==> config.mk <==
export PLATFORM = sky130hd
export DESIGN_NAME = cube_face_coordinate_step_flat
export DESIGN_NICKNAME = d
export VERILOG_FILES = /design/src/sv/cfc_pkg.sv /design/src/sv/cfc_req_if.sv /design/src/sv/cfc_res_if.sv /design/src/sv/cube_face_coordinate_step.sv /design/src/sv/cfc_wrap_stage.sv /design/src/sv/cfc_edge_stage.sv /design/src/sv/cfc_rotate_stage.sv /design/src/flat_wrapper.sv
export SDC_FILE = /design/constraint.sdc
export NUM_CORES = 1
export LEC_CHECK = 0
export BUFFER_PORTS_ARGS = -buffer_cell sky130_fd_sc_hd__buf_2
export CAP_MARGIN = 25
export CELL_PAD_IN_SITES_DETAIL_PLACEMENT = 1
export CELL_PAD_IN_SITES_GLOBAL_PLACEMENT = 1
export CORE_UTILIZATION = 43
export CTS_BUF_LIST = sky130_fd_sc_hd__clkbuf_4
export CTS_CLUSTER_DIAMETER = 60
export DETAILED_ROUTE_END_ITERATION = 10
export HOLD_SLACK_MARGIN = 0.05
export PLACE_DENSITY_LB_ADDON = 0.1
export SYNTH_ARGS = -nofsm -noshare
export SYNTH_HDL_FRONTEND = slang
export SYNTH_SLANG_ARGS = --single-unit
==> constraint.sdc <==
create_clock -name clk_i -period 2.6 [get_ports clk_i]
set_input_delay 0.26 -clock clk_i [delete_from_list [all_inputs] [get_ports clk_i]]
set_output_delay 0.26 -clock clk_i [all_outputs]
set_load 0.02 [all_outputs]
==> src/sv/cfc_pkg.sv <==
// ----------------------------------------------------------------------------
// cfc_pkg
// Shared widths, codes, stage payload types and the face adjacency lookup
// for the cube face coordinate stepper.
// ----------------------------------------------------------------------------
package cfc_pkg;

  localparam int FACE_W    = 3;
  localparam int ROT_W     = 2;
  localparam int TILE_W    = 6;   // log2 of tiles per face edge
  localparam int PIX_W     = 6;   // log2 of pixels per tile edge
  localparam int FRAC_BITS = 8;
  localparam int FRAC_W    = FRAC_BITS + 1;
  localparam int STEP_W    = 7;
  localparam int SUM_W     = TILE_W + 2;

  localparam logic [FRAC_W-1:0]        FRAC_ONE = FRAC_W'(1 << FRAC_BITS);
  localparam logic signed [STEP_W-1:0] STEP_LIM = STEP_W'((1 << TILE_W) - 1);
  localparam logic signed [STEP_W-1:0] STEP_POS = STEP_W'(1);
  localparam logic signed [STEP_W-1:0] STEP_NEG = -STEP_W'(1);

  localparam logic [FACE_W-1:0] FACE_FRONT  = 3'd0;
  localparam logic [FACE_W-1:0] FACE_BACK   = 3'd1;
  localparam logic [FACE_W-1:0] FACE_LEFT   = 3'd2;
  localparam logic [FACE_W-1:0] FACE_RIGHT  = 3'd3;
  localparam logic [FACE_W-1:0] FACE_TOP    = 3'd4;
  localparam logic [FACE_W-1:0] FACE_BOTTOM = 3'd5;
  localparam logic [FACE_W-1:0] FACE_NONE   = 3'd6;

  localparam logic [ROT_W-1:0] ROT_0   = 2'd0;
  localparam logic [ROT_W-1:0] ROT_90  = 2'd1;
  localparam logic [ROT_W-1:0] ROT_180 = 2'd2;
  localparam logic [ROT_W-1:0] ROT_270 = 2'd3;

  typedef enum logic [1:0] {
    DIR_EAST,
    DIR_WEST,
    DIR_NORTH,
    DIR_SOUTH
  } dir_e;

  typedef struct packed {
    logic [FACE_W-1:0] face;
    logic [ROT_W-1:0]  rot;
  } orient_t;

  typedef struct packed {
    logic                      operation;
    logic [FACE_W-1:0]         face;
    logic [ROT_W-1:0]          rot;
    logic [TILE_W-1:0]         tc;
    logic [TILE_W-1:0]         tr;
    logic [PIX_W-1:0]          pc;
    logic [PIX_W-1:0]          pr;
    logic [FRAC_W-1:0]         fc;
    logic [FRAC_W-1:0]         fr;
    logic signed [STEP_W-1:0]  sc;
    logic signed [STEP_W-1:0]  sr;
  } req_t;

  // after pixel wrap: tile step to apply and whether orientation is kept
  typedef struct packed {
    logic [FACE_W-1:0]         face;
    logic [ROT_W-1:0]          rot;
    logic [TILE_W-1:0]         tc;
    logic [TILE_W-1:0]         tr;
    logic [PIX_W-1:0]          pc;
    logic [PIX_W-1:0]          pr;
    logic [FRAC_W-1:0]         fc;
    logic [FRAC_W-1:0]         fr;
    logic signed [STEP_W-1:0]  sx;
    logic signed [STEP_W-1:0]  sy;
    logic                      keep_rot;
  } mid_t;

  // after tile wrap and edge lookup
  typedef struct packed {
    logic [FACE_W-1:0] face;
    logic [ROT_W-1:0]  rot;
    logic [TILE_W-1:0] tc;
    logic [TILE_W-1:0] tr;
    logic [PIX_W-1:0]  pc;
    logic [PIX_W-1:0]  pr;
    logic [FRAC_W-1:0] fc;
    logic [FRAC_W-1:0] fr;
    logic              hx;
    logic              vy;
    logic              keep_rot;
  } edge_t;

  typedef struct packed {
    logic [FACE_W-1:0] face;
    logic [ROT_W-1:0]  rot;
    logic [TILE_W-1:0] tc;
    logic [TILE_W-1:0] tr;
    logic [PIX_W-1:0]  pc;
    logic [PIX_W-1:0]  pr;
    logic [FRAC_W-1:0] fc;
    logic [FRAC_W-1:0] fr;
  } res_t;

  // neighbour face and rotation across one edge of a real face
  function automatic orient_t cfc_neighbor(logic [FACE_W-1:0] face, dir_e dir);
    orient_t o;
    o = '{face: FACE_NONE, rot: ROT_0};
    unique case (dir)
      DIR_EAST: begin
        case (face)
          FACE_FRONT:  o = '{FACE_RIGHT, ROT_0};
          FACE_BACK:   o = '{FACE_LEFT,  ROT_0};
          FACE_LEFT:   o = '{FACE_FRONT, ROT_0};
          FACE_RIGHT:  o = '{FACE_BACK,  ROT_0};
          FACE_TOP:    o = '{FACE_RIGHT, ROT_90};
          FACE_BOTTOM: o = '{FACE_RIGHT, ROT_270};
          default:     o = '{FACE_NONE,  ROT_0};
        endcase
      end
      DIR_WEST: begin
        case (face)
          FACE_FRONT:  o = '{FACE_LEFT,  ROT_0};
          FACE_BACK:   o = '{FACE_RIGHT, ROT_0};
          FACE_LEFT:   o = '{FACE_BACK,  ROT_0};
          FACE_RIGHT:  o = '{FACE_FRONT, ROT_0};
          FACE_TOP:    o = '{FACE_LEFT,  ROT_270};
          FACE_BOTTOM: o = '{FACE_LEFT,  ROT_90};
          default:     o = '{FACE_NONE,  ROT_0};
        endcase
      end
      DIR_NORTH: begin
        case (face)
          FACE_FRONT:  o = '{FACE_TOP,   ROT_0};
          FACE_BACK:   o = '{FACE_TOP,   ROT_180};
          FACE_LEFT:   o = '{FACE_TOP,   ROT_90};
          FACE_RIGHT:  o = '{FACE_TOP,   ROT_270};
          FACE_TOP:    o = '{FACE_BACK,  ROT_180};
          FACE_BOTTOM: o = '{FACE_FRONT, ROT_0};
          default:     o = '{FACE_NONE,  ROT_0};
        endcase
      end
      DIR_SOUTH: begin
        case (face)
          FACE_FRONT:  o = '{FACE_BOTTOM, ROT_0};
          FACE_BACK:   o = '{FACE_BOTTOM, ROT_180};
          FACE_LEFT:   o = '{FACE_BOTTOM, ROT_90};
          FACE_RIGHT:  o = '{FACE_BOTTOM, ROT_270};
          FACE_TOP:    o = '{FACE_FRONT,  ROT_0};
          FACE_BOTTOM: o = '{FACE_BACK,   ROT_180};
          default:     o = '{FACE_NONE,   ROT_0};
        endcase
      end
      default: o = '{FACE_NONE, ROT_0};
    endcase
    return o;
  endfunction

endpackage

==> src/sv/cfc_req_if.sv <==
// ----------------------------------------------------------------------------
// cfc_req_if
// Request channel: one cube coordinate and a signed step.
// ----------------------------------------------------------------------------
interface cfc_req_if;
  logic        valid;
  logic        ready;
  logic        operation;
  logic [2:0]  face_in;
  logic [1:0]  rotation_in;
  logic [5:0]  tile_col_in;
  logic [5:0]  tile_row_in;
  logic [5:0]  pix_col_in;
  logic [5:0]  pix_row_in;
  logic [8:0]  frac_col_in;
  logic [8:0]  frac_row_in;
  logic signed [6:0] step_col;
  logic signed [6:0] step_row;

  modport source (
    output valid, operation, face_in, rotation_in, tile_col_in, tile_row_in,
           pix_col_in, pix_row_in, frac_col_in, frac_row_in, step_col, step_row,
    input  ready
  );
  modport sink (
    input  valid, operation, face_in, rotation_in, tile_col_in, tile_row_in,
           pix_col_in, pix_row_in, frac_col_in, frac_row_in, step_col, step_row,
    output ready
  );
endinterface

==> src/sv/cfc_res_if.sv <==
// ----------------------------------------------------------------------------
// cfc_res_if
// Result channel: the stepped cube coordinate.
// ----------------------------------------------------------------------------
interface cfc_res_if;
  logic        valid;
  logic        ready;
  logic [2:0]  face_out;
  logic [1:0]  rotation_out;
  logic [5:0]  tile_col_out;
  logic [5:0]  tile_row_out;
  logic [5:0]  pix_col_out;
  logic [5:0]  pix_row_out;
  logic [8:0]  frac_col_out;
  logic [8:0]  frac_row_out;

  modport source (
    output valid, face_out, rotation_out, tile_col_out, tile_row_out,
           pix_col_out, pix_row_out, frac_col_out, frac_row_out,
    input  ready
  );
  modport sink (
    input  valid, face_out, rotation_out, tile_col_out, tile_row_out,
           pix_col_out, pix_row_out, frac_col_out, frac_row_out,
    output ready
  );
endinterface

==> src/sv/cube_face_coordinate_step.sv <==
// ----------------------------------------------------------------------------
// cube_face_coordinate_step
// Steps a cube-surface coordinate by tiles or pixels, crossing face edges.
// ----------------------------------------------------------------------------
// Takes one request per cycle unless the result channel stalls, and returns
// one result per request, in order. The three register stages are pixel wrap,
// tile wrap with neighbour face lookup, and level rotation; each stage holds
// its item under backpressure and ready falls back stage by stage, so a full
// pipeline still takes a new request in the cycle its oldest result is taken.
// Face code 7 reads as none, oversized fractions are saturated and a step of
// -64 acts as -63. A corner crossing gives face none with unrotated coordinates.
module cube_face_coordinate_step (
  input  logic       clk_i,
  input  logic       rst_ni,
  cfc_req_if.sink    req_i,
  cfc_res_if.source  res_o
);

  cfc_pkg::req_t   req;
  cfc_pkg::mid_t   mid;
  cfc_pkg::edge_t  edg;
  cfc_pkg::res_t   res;
  logic            mid_valid, mid_ready;
  logic            edg_valid, edg_ready;

  always_comb begin
    req.operation = req_i.operation;
    req.face      = req_i.face_in;
    req.rot       = req_i.rotation_in;
    req.tc        = req_i.tile_col_in;
    req.tr        = req_i.tile_row_in;
    req.pc        = req_i.pix_col_in;
    req.pr        = req_i.pix_row_in;
    req.fc        = req_i.frac_col_in;
    req.fr        = req_i.frac_row_in;
    req.sc        = req_i.step_col;
    req.sr        = req_i.step_row;
  end

  cfc_wrap_stage u_wrap (
    .clk_i   (clk_i),
    .rst_ni  (rst_ni),
    .valid_i (req_i.valid),
    .ready_o (req_i.ready),
    .data_i  (req),
    .valid_o (mid_valid),
    .ready_i (mid_ready),
    .data_o  (mid)
  );

  cfc_edge_stage u_edge (
    .clk_i   (clk_i),
    .rst_ni  (rst_ni),
    .valid_i (mid_valid),
    .ready_o (mid_ready),
    .data_i  (mid),
    .valid_o (edg_valid),
    .ready_i (edg_ready),
    .data_o  (edg)
  );

  cfc_rotate_stage u_rotate (
    .clk_i   (clk_i),
    .rst_ni  (rst_ni),
    .valid_i (edg_valid),
    .ready_o (edg_ready),
    .data_i  (edg),
    .valid_o (res_o.valid),
    .ready_i (res_o.ready),
    .data_o  (res)
  );

  assign res_o.face_out     = res.face;
  assign res_o.rotation_out = res.rot;
  assign res_o.tile_col_out = res.tc;
  assign res_o.tile_row_out = res.tr;
  assign res_o.pix_col_out  = res.pc;
  assign res_o.pix_row_out  = res.pr;
  assign res_o.frac_col_out = res.fc;
  assign res_o.frac_row_out = res.fr;

endmodule

==> src/sv/cfc_wrap_stage.sv <==
// ----------------------------------------------------------------------------
// cfc_wrap_stage
// Input normalisation, step clamp and pixel wrap; in pixel mode turns pixel
// carries into a unit tile step, in tile mode passes the step on.
// ----------------------------------------------------------------------------
module cfc_wrap_stage (
  input  logic            clk_i,
  input  logic            rst_ni,
  input  logic            valid_i,
  output logic            ready_o,
  input  cfc_pkg::req_t   data_i,
  output logic            valid_o,
  input  logic            ready_i,
  output cfc_pkg::mid_t   data_o
);

  logic                                  valid_q;
  cfc_pkg::mid_t                         data_d, data_q;
  logic signed [cfc_pkg::STEP_W-1:0]     sc, sr;
  logic [cfc_pkg::SUM_W-1:0]             px, py;
  logic signed [cfc_pkg::STEP_W-1:0]     cx, cy;

  always_comb begin
    sc = (data_i.sc < -cfc_pkg::STEP_LIM) ? -cfc_pkg::STEP_LIM : data_i.sc;
    sr = (data_i.sr < -cfc_pkg::STEP_LIM) ? -cfc_pkg::STEP_LIM : data_i.sr;

    // top bit: went below zero, next bit: went past the tile edge
    px = {2'b00, data_i.pc} + {sc[cfc_pkg::STEP_W-1], sc};
    py = {2'b00, data_i.pr} + {sr[cfc_pkg::STEP_W-1], sr};
    cx = px[cfc_pkg::SUM_W-1] ? cfc_pkg::STEP_NEG :
         px[cfc_pkg::SUM_W-2] ? cfc_pkg::STEP_POS : '0;
    cy = py[cfc_pkg::SUM_W-1] ? cfc_pkg::STEP_NEG :
         py[cfc_pkg::SUM_W-2] ? cfc_pkg::STEP_POS : '0;

    data_d.face = (data_i.face > cfc_pkg::FACE_NONE) ? cfc_pkg::FACE_NONE : data_i.face;
    data_d.rot  = data_i.rot;
    data_d.tc   = data_i.tc;
    data_d.tr   = data_i.tr;
    data_d.fc   = (data_i.fc > cfc_pkg::FRAC_ONE) ? cfc_pkg::FRAC_ONE : data_i.fc;
    data_d.fr   = (data_i.fr > cfc_pkg::FRAC_ONE) ? cfc_pkg::FRAC_ONE : data_i.fr;

    if (data_i.operation) begin
      data_d.pc       = px[cfc_pkg::PIX_W-1:0];
      data_d.pr       = py[cfc_pkg::PIX_W-1:0];
      data_d.sx       = cx;
      data_d.sy       = cy;
      data_d.keep_rot = (cx == '0) && (cy == '0);
    end else begin
      data_d.pc       = data_i.pc;
      data_d.pr       = data_i.pr;
      data_d.sx       = sc;
      data_d.sy       = sr;
      data_d.keep_rot = 1'b0;
    end
  end

  assign ready_o = !valid_q || ready_i;
  assign valid_o = valid_q;
  assign data_o  = data_q;

  always_ff @(posedge clk_i or negedge rst_ni) begin
    if (!rst_ni) begin
      valid_q <= 1'b0;
    end else if (ready_o) begin
      valid_q <= valid_i;
    end
  end

  always_ff @(posedge clk_i) begin
    if (ready_o && valid_i) begin
      data_q <= data_d;
    end
  end

endmodule

==> src/sv/cfc_edge_stage.sv <==
// ----------------------------------------------------------------------------
// cfc_edge_stage
// Tile step with wrap, edge-crossing detect and neighbour face lookup.
// ----------------------------------------------------------------------------
module cfc_edge_stage (
  input  logic            clk_i,
  input  logic            rst_ni,
  input  logic            valid_i,
  output logic            ready_o,
  input  cfc_pkg::mid_t   data_i,
  output logic            valid_o,
  input  logic            ready_i,
  output cfc_pkg::edge_t  data_o
);

  logic                       valid_q;
  cfc_pkg::edge_t             data_d, data_q;
  logic [cfc_pkg::SUM_W-1:0]  tx, ty;
  logic                       real_face, hx, vy;
  cfc_pkg::orient_t           o_col, o_row;

  always_comb begin
    tx = {2'b00, data_i.tc} + {data_i.sx[cfc_pkg::STEP_W-1], data_i.sx};
    ty = {2'b00, data_i.tr} + {data_i.sy[cfc_pkg::STEP_W-1], data_i.sy};
    hx = tx[cfc_pkg::SUM_W-1] || tx[cfc_pkg::SUM_W-2];
    vy = ty[cfc_pkg::SUM_W-1] || ty[cfc_pkg::SUM_W-2];
    real_face = data_i.face < cfc_pkg::FACE_NONE;

    o_col = cfc_pkg::cfc_neighbor(data_i.face,
              tx[cfc_pkg::SUM_W-1] ? cfc_pkg::DIR_WEST : cfc_pkg::DIR_EAST);
    o_row = cfc_pkg::cfc_neighbor(data_i.face,
              ty[cfc_pkg::SUM_W-1] ? cfc_pkg::DIR_SOUTH : cfc_pkg::DIR_NORTH);

    // row edge wins when both are crossed; face none keeps its orientation
    data_d.face = data_i.face;
    data_d.rot  = data_i.rot;
    if (real_face && vy) begin
      data_d.face = o_row.face;
      data_d.rot  = o_row.rot;
    end else if (real_face && hx) begin
      data_d.face = o_col.face;
      data_d.rot  = o_col.rot;
    end

    data_d.tc       = tx[cfc_pkg::TILE_W-1:0];
    data_d.tr       = ty[cfc_pkg::TILE_W-1:0];
    data_d.pc       = data_i.pc;
    data_d.pr       = data_i.pr;
    data_d.fc       = data_i.fc;
    data_d.fr       = data_i.fr;
    data_d.hx       = hx;
    data_d.vy       = vy;
    data_d.keep_rot = data_i.keep_rot;
  end

  assign ready_o = !valid_q || ready_i;
  assign valid_o = valid_q;
  assign data_o  = data_q;

  always_ff @(posedge clk_i or negedge rst_ni) begin
    if (!rst_ni) begin
      valid_q <= 1'b0;
    end else if (ready_o) begin
      valid_q <= valid_i;
    end
  end

  always_ff @(posedge clk_i) begin
    if (ready_o && valid_i) begin
      data_q <= data_d;
    end
  end

endmodule

==> src/sv/cfc_rotate_stage.sv <==
// ----------------------------------------------------------------------------
// cfc_rotate_stage
// Final orientation and clockwise rotation of tile, pixel and
// fraction levels; output register of the block.
// ----------------------------------------------------------------------------
module cfc_rotate_stage (
  input  logic            clk_i,
  input  logic            rst_ni,
  input  logic            valid_i,
  output logic            ready_o,
  input  cfc_pkg::edge_t  data_i,
  output logic            valid_o,
  input  logic            ready_i,
  output cfc_pkg::res_t   data_o
);

  logic           valid_q;
  cfc_pkg::res_t  data_d, data_q;
  logic [cfc_pkg::FRAC_W-1:0] fc_inv, fr_inv;

  always_comb begin
    fc_inv = cfc_pkg::FRAC_ONE - data_i.fc;
    fr_inv = cfc_pkg::FRAC_ONE - data_i.fr;

    data_d.face = data_i.face;
    data_d.rot  = data_i.rot;
    data_d.tc   = data_i.tc;
    data_d.tr   = data_i.tr;
    data_d.pc   = data_i.pc;
    data_d.pr   = data_i.pr;
    data_d.fc   = data_i.fc;
    data_d.fr   = data_i.fr;

    if (data_i.hx && data_i.vy) begin
      // corner: no defined neighbour
      data_d.face = cfc_pkg::FACE_NONE;
    end else if (!data_i.hx && !data_i.vy) begin
      if (!data_i.keep_rot) begin
        data_d.rot = cfc_pkg::ROT_0;
      end
    end else begin
      // size-1 minus x is the bitwise inverse for power-of-two grids
      case (data_i.rot)
        cfc_pkg::ROT_90: begin
          data_d.tc = data_i.tr;  data_d.tr = ~data_i.tc;
          data_d.pc = data_i.pr;  data_d.pr = ~data_i.pc;
          data_d.fc = data_i.fr;  data_d.fr = fc_inv;
        end
        cfc_pkg::ROT_180: begin
          data_d.tc = ~data_i.tc; data_d.tr = ~data_i.tr;
          data_d.pc = ~data_i.pc; data_d.pr = ~data_i.pr;
          data_d.fc = fc_inv;     data_d.fr = fr_inv;
        end
        cfc_pkg::ROT_270: begin
          data_d.tc = ~data_i.tr; data_d.tr = data_i.tc;
          data_d.pc = ~data_i.pr; data_d.pr = data_i.pc;
          data_d.fc = fr_inv;     data_d.fr = data_i.fc;
        end
        default: begin
        end
      endcase
    end
  end

  assign ready_o = !valid_q || ready_i;
  assign valid_o = valid_q;
  assign data_o  = data_q;

  always_ff @(posedge clk_i or negedge rst_ni) begin
    if (!rst_ni) begin
      valid_q <= 1'b0;
    end else if (ready_o) begin
      valid_q <= valid_i;
    end
  end

  always_ff @(posedge clk_i) begin
    if (ready_o && valid_i) begin
      data_q <= data_d;
    end
  end

endmodule
==> src/flat_wrapper.sv <==
// flat-port wrapper written by rule: the top's interface ports become plain ports
module cube_face_coordinate_step_flat 
  (clk_i, rst_ni, req_i_valid, req_i_operation, req_i_face_in, req_i_rotation_in, req_i_tile_col_in, req_i_tile_row_in, req_i_pix_col_in, req_i_pix_row_in, req_i_frac_col_in, req_i_frac_row_in, req_i_step_col, req_i_step_row, req_i_ready, res_o_valid, res_o_face_out, res_o_rotation_out, res_o_tile_col_out, res_o_tile_row_out, res_o_pix_col_out, res_o_pix_row_out, res_o_frac_col_out, res_o_frac_row_out, res_o_ready);
  cfc_req_if req_i_i ();
  cfc_res_if res_o_i ();
  input  logic clk_i;
  input  logic rst_ni;
  input wire logic [$bits(req_i_i.valid)-1:0] req_i_valid;
  input wire logic [$bits(req_i_i.operation)-1:0] req_i_operation;
  input wire logic [$bits(req_i_i.face_in)-1:0] req_i_face_in;
  input wire logic [$bits(req_i_i.rotation_in)-1:0] req_i_rotation_in;
  input wire logic [$bits(req_i_i.tile_col_in)-1:0] req_i_tile_col_in;
  input wire logic [$bits(req_i_i.tile_row_in)-1:0] req_i_tile_row_in;
  input wire logic [$bits(req_i_i.pix_col_in)-1:0] req_i_pix_col_in;
  input wire logic [$bits(req_i_i.pix_row_in)-1:0] req_i_pix_row_in;
  input wire logic [$bits(req_i_i.frac_col_in)-1:0] req_i_frac_col_in;
  input wire logic [$bits(req_i_i.frac_row_in)-1:0] req_i_frac_row_in;
  input wire logic [$bits(req_i_i.step_col)-1:0] req_i_step_col;
  input wire logic [$bits(req_i_i.step_row)-1:0] req_i_step_row;
  output wire logic [$bits(req_i_i.ready)-1:0] req_i_ready;
  output wire logic [$bits(res_o_i.valid)-1:0] res_o_valid;
  output wire logic [$bits(res_o_i.face_out)-1:0] res_o_face_out;
  output wire logic [$bits(res_o_i.rotation_out)-1:0] res_o_rotation_out;
  output wire logic [$bits(res_o_i.tile_col_out)-1:0] res_o_tile_col_out;
  output wire logic [$bits(res_o_i.tile_row_out)-1:0] res_o_tile_row_out;
  output wire logic [$bits(res_o_i.pix_col_out)-1:0] res_o_pix_col_out;
  output wire logic [$bits(res_o_i.pix_row_out)-1:0] res_o_pix_row_out;
  output wire logic [$bits(res_o_i.frac_col_out)-1:0] res_o_frac_col_out;
  output wire logic [$bits(res_o_i.frac_row_out)-1:0] res_o_frac_row_out;
  input wire logic [$bits(res_o_i.ready)-1:0] res_o_ready;
  assign req_i_i.valid = req_i_valid;
  assign req_i_i.operation = req_i_operation;
  assign req_i_i.face_in = req_i_face_in;
  assign req_i_i.rotation_in = req_i_rotation_in;
  assign req_i_i.tile_col_in = req_i_tile_col_in;
  assign req_i_i.tile_row_in = req_i_tile_row_in;
  assign req_i_i.pix_col_in = req_i_pix_col_in;
  assign req_i_i.pix_row_in = req_i_pix_row_in;
  assign req_i_i.frac_col_in = req_i_frac_col_in;
  assign req_i_i.frac_row_in = req_i_frac_row_in;
  assign req_i_i.step_col = req_i_step_col;
  assign req_i_i.step_row = req_i_step_row;
  assign req_i_ready = req_i_i.ready;
  assign res_o_valid = res_o_i.valid;
  assign res_o_face_out = res_o_i.face_out;
  assign res_o_rotation_out = res_o_i.rotation_out;
  assign res_o_tile_col_out = res_o_i.tile_col_out;
  assign res_o_tile_row_out = res_o_i.tile_row_out;
  assign res_o_pix_col_out = res_o_i.pix_col_out;
  assign res_o_pix_row_out = res_o_i.pix_row_out;
  assign res_o_frac_col_out = res_o_i.frac_col_out;
  assign res_o_frac_row_out = res_o_i.frac_row_out;
  assign res_o_i.ready = res_o_ready;
  cube_face_coordinate_step u_core (.clk_i(clk_i), .rst_ni(rst_ni), .req_i(req_i_i), .res_o(res_o_i));
endmodule
==> metrics.md, run 1 <==
| Metric | Value |
|---|---|
| Post-Syn Area | 8398 µm² |
| Max_cap viols | 0 |
| Min Clock Period, post-route | 2.804 ns |
| Flops & latches, synth | 162 |
| Number of synthesized flops with an enable pin | 159 |
| Hold Path Sink | u_core.u_wrap.data_o[4]$_DFFE_PP_ |
| CTS tree | done |
| DRT antenna net count | 0 |
| CTS H-tree depth | 4 |
| Power Density | 677.5 nW/µm² |
| WL/cell | 17.51 µm |
| R2r endpoint | u_core.u_rotate.data_o[17]$_DFFE_PP_ |
| CTS clk-pin slew, worst paths | 0.13 ns |
| HPWL Detailed | 14770 µm |
| Antenna violations before repair | 1 |
| Die Area | 20090 µm² |
| Share of cells above drive strength 1 | 28.23% |
| Main synth FF type | edfxtp_1 |
| Worst vdd ir | 0.2260 mV |
| DIE WIDTH | 141.8 µm |
| Global route overflow | 0 |
| Hold Crit Start | req_i_step_row[3] |
| First-pass GRT wire length | 34290 µm |
| Number of global-route vias before repair | 7073 |
| Final total power | 7317 µW |
| Worst Hold Class | input port to flop |
| Mapped Cells | 744 |
| Area Growth Syn to Fin | 28.61% |
| Via total after detailed routing | 6531 |
| Root buf cell | clkbuf_4 |
| Met2 GRT Util | 42.00% |
| Kind of critical path | input port to flop |
| Worst Setup End Kind | flop |
| Worst Path Arrival | 3.18 ns |
| Max Slew Vio Count | 0 |
| Post-route clock skew | 0.01212 ns |
| Largest net degree at the start of global routing | 80 |
| Die height | 141.8 µm |
| Reg-to-reg startpoint | u_core.u_edge.data_o[3]$_DFFE_PP_ |
| R2R Setup Slk | 0.09 ns |
| Longest Clk Path Bufs | 2 |
| Failing checks | negative setup slack |
| Hold path depth | 4 |
| # setup viols final | 4 |
| Fin nets | 1059 |
| Routability cong. | 0.8238 |
| FP Rows | 50 |
| Startpoint types | input port |
| Register area share after synthesis | 57.75% |
| DRC Markers | 0 |
| Asr flop ratio synth | 1.852% |
| Dpl cell area | 9714 µm² |
| Clock latency on the worst-skew pair | 0.55 ns |
| Busiest grt layer | met2 |
| Reg2Reg Depth | 8 |
| Cts bufs inserted | 17 |
| Synth unique cells | 58 |
| Slew at the pin closest to its max-slew limit | 0.5770 ns |
| CORE AREA | 18890 µm² |
| Lkg Pwr | 0.004235 µW |
| Most frequent cell after synthesis | edfxtp_1 |
| Slew headroom | 61.53% |
| FF+latch area | 4850 µm² |
| Fin area | 10800 µm² |
| Via-to-Cell Ratio | 5.288 |
| Status | complete, but fails checks |
| Worst Path Max Fanout | 3 |
| Net count after synthesis | 842 |
| Worst Slack Setup Final | -0.2042 ns |
| RSZ-0062 raised after global routing | yes |
| Area leader, netlist | edfxtp_1 |
| Starting DRT DRC Count | 221 |
| Synth top area cells | edfxtp_1, a21oi_1, xnor2_1 |
| Overall routing resource usage | 22.28% |
| Drt first pass iters | 4 |
| # IOs | 115 |
| Max Clock Freq | 356.6 MHz |
| Yosys top cell area share | 56.85% |
| Synth cell count leaders | edfxtp_1, a21oi_1, nor2_1, nand2_1 |
| Final wirelength | 21630 µm |
| Met1 usage | 24.66% |
| YS warnings | 0 |
| Met3 GRT Util | 4.185% |
| Setup TNS | -0.4202 ns |
| Port Buffer Count | 114 |
| Required @ worst endpoint | 2.98 ns |
| Filler Cells Inserted | 2039 |
| Final hold violation count | 0 |
| Average size of a mapped cell | 11.29 µm² |
| Fin crit share | 107.9% |
| Multi-input gate area | 3505 µm² |
| # clock sinks | 162 |
| Initial Utilization | 44.45% |
==> metal layers <==
| metal | vias up | wire length [µm] |
|---|---|---|
| li1 | 3128 | - |
| met1 | 3247 | 8938 |
| met2 | 123 | 11740 |
| met3 | 33 | 523 |
| met4 | 0 | 429 |
| met5 | - | 0 |
==> where the power goes <==
| part | total, µW | internal (µW) | switching (µW) |
|---|---|---|---|
| clock | 1570 | 673 | 899 |
| combinational | 2210 | 919 | 1290 |
| sequential | 3540 | 3340 | 192 |
| total | 7320 | 4930 | 2380 |
==> per-stage QoR <==
stage | hold slack, ns | setup WS [ns] | cells | util [%]
after global routing | 0.06793 | -0.2044 | 1235 | 57.17
final | 0.09928 | -0.2042 | 1235 | 57.17
after floorplan | -0.03559 | -0.6786 | 744 | -
after global placement | 0.05515 | -0.8653 | 1138 | 51.42
after detailed placement | 0.06226 | -0.9748 | 1138 | 51.42
after CTS | 0.05564 | -0.1748 | 1229 | 56.28
==> cells in the final DEF (no fill, tap or decap), types with 18 or more instances in the layout <==
cell type and count:
edfxtp_1 159, buf_2 111, a21oi_1 83, nor2_1 61, buf_4 61, nand2_1 59
dlygate4sd3_1 54, xnor2_1 42, o21ai_0 33, inv_1 30, nor2b_1 30, ha_1 23
clkbuf_4 18
==> state kept, by name, indices dropped and copies added (netlist names) <==
| name | count |
|---|---|
| u_core.u_edge.data_o | 50 |
| u_core.u_edge.valid_o | 1 |
| u_core.u_rotate.data_o | 47 |
| u_core.u_rotate.valid_o | 1 |
| u_core.u_wrap.data_o | 62 |
| u_core.u_wrap.valid_o | 1 |
==> what timing repair did <==
| action | 4_1_cts | 5_1_grt |
|---|---|---|
| setup buffers | 8 | 5 |
| pin swaps | 6 | 5 |
| endpoints found under the setup margin | 16 | 22 |
| endpoints found under the hold margin | 50 | 3 |
| resized for setup | 11 | 28 |
| hold buffers | 51 | 3 |
==> cells by family after synthesis <==
| logic type | Yosys count | synth area share, % |
|---|---|---|
| simple gates | 216 | 12.56 |
| compound gates | 196 | 13.84 |
| flops | 162 | 57.75 |
| buf+inv | 71 | 3.203 |
| xor+xnor | 50 | 5.304 |
| fa+ha+maj | 32 | 5.125 |
| mux | 17 | 2.220 |
==> worst max path at each step <==
stage / from / end / slack [ns] / cells past startpoint
floorplan: req_i_step_row[5] / u_core.u_wrap.data_o[0]$_SDFFCE_PN0P_ / -0.68 / 14
global placement: req_i_step_row[5] / u_core.u_wrap.data_o[0]$_SDFFCE_PN0P_ / -0.87 / 15
detailed placement: req_i_step_row[5] / u_core.u_wrap.data_o[0]$_SDFFCE_PN0P_ / -0.97 / 15
CTS: req_i_step_row[5] / u_core.u_wrap.data_o[1]$_DFFE_PP_ / -0.17 / 15
global route: req_i_step_row[5] / u_core.u_wrap.data_o[0]$_SDFFCE_PN0P_ / -0.20 / 15
finish: req_i_step_row[5] / u_core.u_wrap.data_o[0]$_SDFFCE_PN0P_ / -0.20 / 15
==> cell type report <==
type	instances	share of cell area, %
clock buffer	18	1.251
sequential	162	44.90
timing repair buffer	235	15.65
clock inverter	14	1.529
tap	260	3.012
inverter	34	1.182
multi-input combinational	511	32.45
antenna	1	0.02317
==> worst max-delay path, cell delays in order <==
cell,delay (ns)
buf_6,0.09
or4_4,0.54
o31ai_4,0.18
ha_1,0.28
or2_4,0.25
ha_4,0.16
inv_2,0.06
fa_2,0.20
nor2b_2,0.05
o21ai_2,0.15
a21boi_2,0.09
o21a_1,0.19
o21ai_1,0.11
or3b_4,0.40
a221oi_2,0.20
(Power assumes the default switching activity.)
==> run 2: changes to the inputs <==
==> constraint.sdc (replaced) <==
create_clock -name clk_i -period 2.6 [get_ports clk_i]
set_input_delay 0 -clock clk_i [delete_from_list [all_inputs] [get_ports clk_i]]
set_output_delay 0 -clock clk_i [all_outputs]
set_load 0.02 [all_outputs]
==> run 2 against run 1 <==
Effect of this change:
- the flow still finishes with violations (negative setup slack)
- routed wire length up 1.7%
- hold slack improved by 0.013 ns
- critical path depth stayed put
- via count is 0.72% higher
- total power is 0.33% higher
- utilization up 0.11 points
- sequential cell count unchanged
- global-route usage increased by 0.074 points
- non-clock buffer count is 5 higher
- die area unchanged
- clock-buffer cell count increased by 1
==> metrics.md, run 2 (same netlist as run 1, synthesis figures left out) <==
| Metric | Value |
|---|---|
| Slew at the pin closest to its max-slew limit | 0.6794 ns (was 0.5770 ns) |
| Global route overflow | 0 (unchanged) |
| Die Area | 20090 µm² (unchanged) |
| Starting DRT DRC Count | 259 (was 221) |
| Failing checks | negative setup slack (unchanged) |
| Setup crit start | req_i_step_row[1] (was req_i_step_row[5]) |
| Routability cong. | 0.8478 (was 0.8238) |
| Fin util | 57.28% (was 57.17%) |
| Root buf cell | clkbuf_4 (unchanged) |
| Max Slew Vio Count | 0 (unchanged) |
| Largest net degree at the start of global routing | 80 (unchanged) |
| Initial Utilization | 44.45% (unchanged) |
| Internal power component | 4940 µW (was 4935 µW) |
| # IOs | 115 (unchanged) |
| Crit path max-delay family | simple AND/OR/NAND/NOR gates (unchanged) |
| DRC Markers | 0 (unchanged) |
| Power Density | 678.4 nW/µm² (was 677.5 nW/µm²) |
| Fin crit share | 102.6% (was 107.9%) |
| Worst Slack Setup Final | -0.06697 ns (was -0.2042 ns) |
| Longest Clk Path Bufs | 2 (unchanged) |
| Kind of critical path | input port to flop (unchanged) |
| Commonest non-fill, non-tap cell in the layout | edfxtp_1 (unchanged) |
| FP Rows | 50 (unchanged) |
| Via-to-Cell Ratio | 5.305 (was 5.288) |
| Via total after detailed routing | 6578 (was 6531) |
| Post-route clock skew | 0.01961 ns (was 0.01212 ns) |
| Sw frac | 32.71% (was 32.56%) |
| Number of global-route vias before repair | 6946 (was 7073) |
| # setup viols final | 3 (was 4) |
| Status | complete, but fails checks (unchanged) |
| Cts bufs inserted | 17 (unchanged) |
| Share of cells above drive strength 1 | 25.84% (was 28.23%) |
| Worst Path Arrival | 3.00 ns (was 3.18 ns) |
| Worst Path Max Fanout | 3 (unchanged) |
| # clock sinks | 162 (unchanged) |
| Fin nets | 1064 (was 1059) |
| Lkg Pwr | 0.004247 µW (was 0.004235 µW) |
| RSZ-0062 raised after global routing | yes (unchanged) |
| Reg-to-reg startpoint | u_core.u_edge.data_o[3]$_DFFE_PP_ (unchanged) |
| CTS tree | done (unchanged) |
| Drt first pass iters | 4 (unchanged) |
| Max Clock Freq | 375.0 MHz (was 356.6 MHz) |
| Crit-path max cell delay | 0.53 ns (was 0.54 ns) |
| Slowest CP cell | or4_4 (unchanged) |
| Worst Hold Class | input port to flop (unchanged) |
| Area Growth Syn to Fin | 28.86% (was 28.61%) |
| CTS H-tree depth | 4 (unchanged) |
| Worst vdd ir | 0.2773 mV (was 0.2260 mV) |
| Logic pwr share | 30.0% (was 30.2%) |
| Slew headroom | 54.71% (was 61.53%) |
| Clock Power Share | 21.9% (was 21.5%) |
| Antenna violations before repair | 1 (unchanged) |
| Final wirelength | 22000 µm (was 21630 µm) |
| CTS clk-pin slew, worst paths | 0.13 ns (about the same) |
| P_sw | 2401 µW (was 2382 µW) |
| First-pass GRT wire length | 34190 µm (was 34290 µm) |
| Sequential Power Share | 48.1% (was 48.3%) |
| Hold Crit Start | req_i_step_row[1] (was req_i_step_row[3]) |
| Port Buffer Count | 114 (unchanged) |
| Die height | 141.8 µm (unchanged) |
| Largest register FFs | 62 (unchanged) |
| Required @ worst endpoint | 2.93 ns (was 2.98 ns) |
| Min Clock Period, post-route | 2.667 ns (was 2.804 ns) |
| CORE AREA | 18890 µm² (unchanged) |
| Clock latency on the worst-skew pair | 0.57 ns (was 0.55 ns) |
| Overall routing resource usage | 22.35% (was 22.28%) |
| DIE WIDTH | 141.8 µm (unchanged) |
| Max_cap viols | 0 (unchanged) |
| Worst Setup End Kind | flop (unchanged) |
| Most frequent cells in the layout | edfxtp_1, buf_2, a21oi_1 (unchanged) |
| HPWL Detailed | 14900 µm (was 14770 µm) |
| Startpoint types | input port (unchanged) |
| CP bufs+invs | 2 (unchanged) |
| DRT antenna net count | 0 (unchanged) |
| Crit path cell chain | buf_6, or4_4, o31ai_2, ha_1, or2_4, ha_4, inv_2, fa_2, nor2b_2, o21ai_2, a21boi_2, o21a_1, o21ai_1, or3b_4, o31a_1 (was buf_6, or4_4, o31ai_4, ha_1, or2_4, ha_4, inv_2, fa_2, nor2b_2, o21ai_2, a21boi_2, o21a_1, o21ai_1, or3b_4, a221oi_2) |
| Dpl ws | -0.7560 ns (was -0.9748 ns) |
| WL/cell | 17.74 µm (was 17.51 µm) |
| Final hold violation count | 0 (unchanged) |
## run 2: cell count changes in the layout (fill, tap and decap cells not counted), sizes merged
cell | previous run | this run
buf | 181 | 165
clkbuf | 18 | 19
clkinvlp | 4 | 2
dlygate4sd3 | 54 | 75
inv | 35 | 36
## run 2: path summary, 6_finish.rpt
kind	to	slack [ns]	cells past startpoint
worst max-delay path	u_core.u_wrap.data_o[1]$_DFFE_PP_	-0.07	15
worst min-delay path	u_core.u_wrap.data_o[2]$_DFFE_PP_	0.11	5
worst max register to register	u_core.u_rotate.data_o[17]$_DFFE_PP_	0.13	8
worst min register to register	u_core.u_edge.data_o[4]$_DFFE_PP_	0.43	0
max in group asynchronous	u_core.u_edge.valid_o$_DFFE_PN0P_	2.17	3
min in group asynchronous	u_core.u_rotate.valid_o$_DFFE_PN0P_	0.28	3
## run 2: tightest hold or removal path: stages
cell,delay [ns]
buf_6,0.07
buf_4,0.09
nand2b_2,0.09
buf_4,0.14
o21ai_0,0.15
## run 2: what timing repair did
action / 4_1_cts / 5_1_grt
hold buffers: 75 / 0
resized for setup: 2 / 29
setup buffers: 0 / 3
endpoints found under the setup margin: 3 / 14
cloned: 0 / 0
hold endpoints to repair: 66 / 0
pin swaps: 2 / 15
## run 2: metal layers
| layer | wire, µm | vias to the layer above | GRT usage [%] |
|---|---|---|---|
| met5 | 0 | - | 0 |
| met4 | 520 | 0 | 9.564 |
| met3 | 606 | 37 | 3.240 |
| met2 | 11710 | 154 | 41.79 |
| met1 | 9168 | 3245 | 25.26 |
| li1 | - | 3142 | - |
## run 2: area by class of cell
| class | instances | area [µm²] |
|---|---|---|
| Tap cell | 260 | 325.3 |
| Timing Repair Buffer | 240 | 1758 |
| Multi-Input combinational cell | 511 | 3456 |
| Fill cell | 2082 | 8071 |
| Clock buffer | 19 | 142.6 |
| Sequential cell | 162 | 4850 |
| Inverter | 34 | 127.6 |
| Antenna cell | 1 | 2.502 |
| Clock inverter | 13 | 160.2 |
## run 2: power by group through the flow
stage                     clock [µW]  combinational, µW  sequential (µW)
after floorplan                    0               1180             3720
after global placement             0               1940             3580
after detailed placement           0               2040             3590
after CTS                       1660               2150             3530
after global routing            1750               2400             3570
final                           1610               2200             3530
## run 2: stage by stage
stage | hold WS, ns | cells | setup TNS (ns) | power (µW) | area (µm²)
2_1_floorplan | -0.2956 | 744 | -2.301 | 4898 | 8448
3_3_place_gp | -0.2037 | 1129 | -5.935 | 5516 | 9614
3_5_place_dp | -0.1983 | 1129 | -8.640 | 5632 | 9614
4_1_cts | 0.05375 | 1236 | 0 | 7345 | 10680
5_1_grt | 0.09919 | 1240 | -0.2746 | 7716 | 10820
6_report | 0.1124 | 1240 | -0.1278 | 7341 | 10820
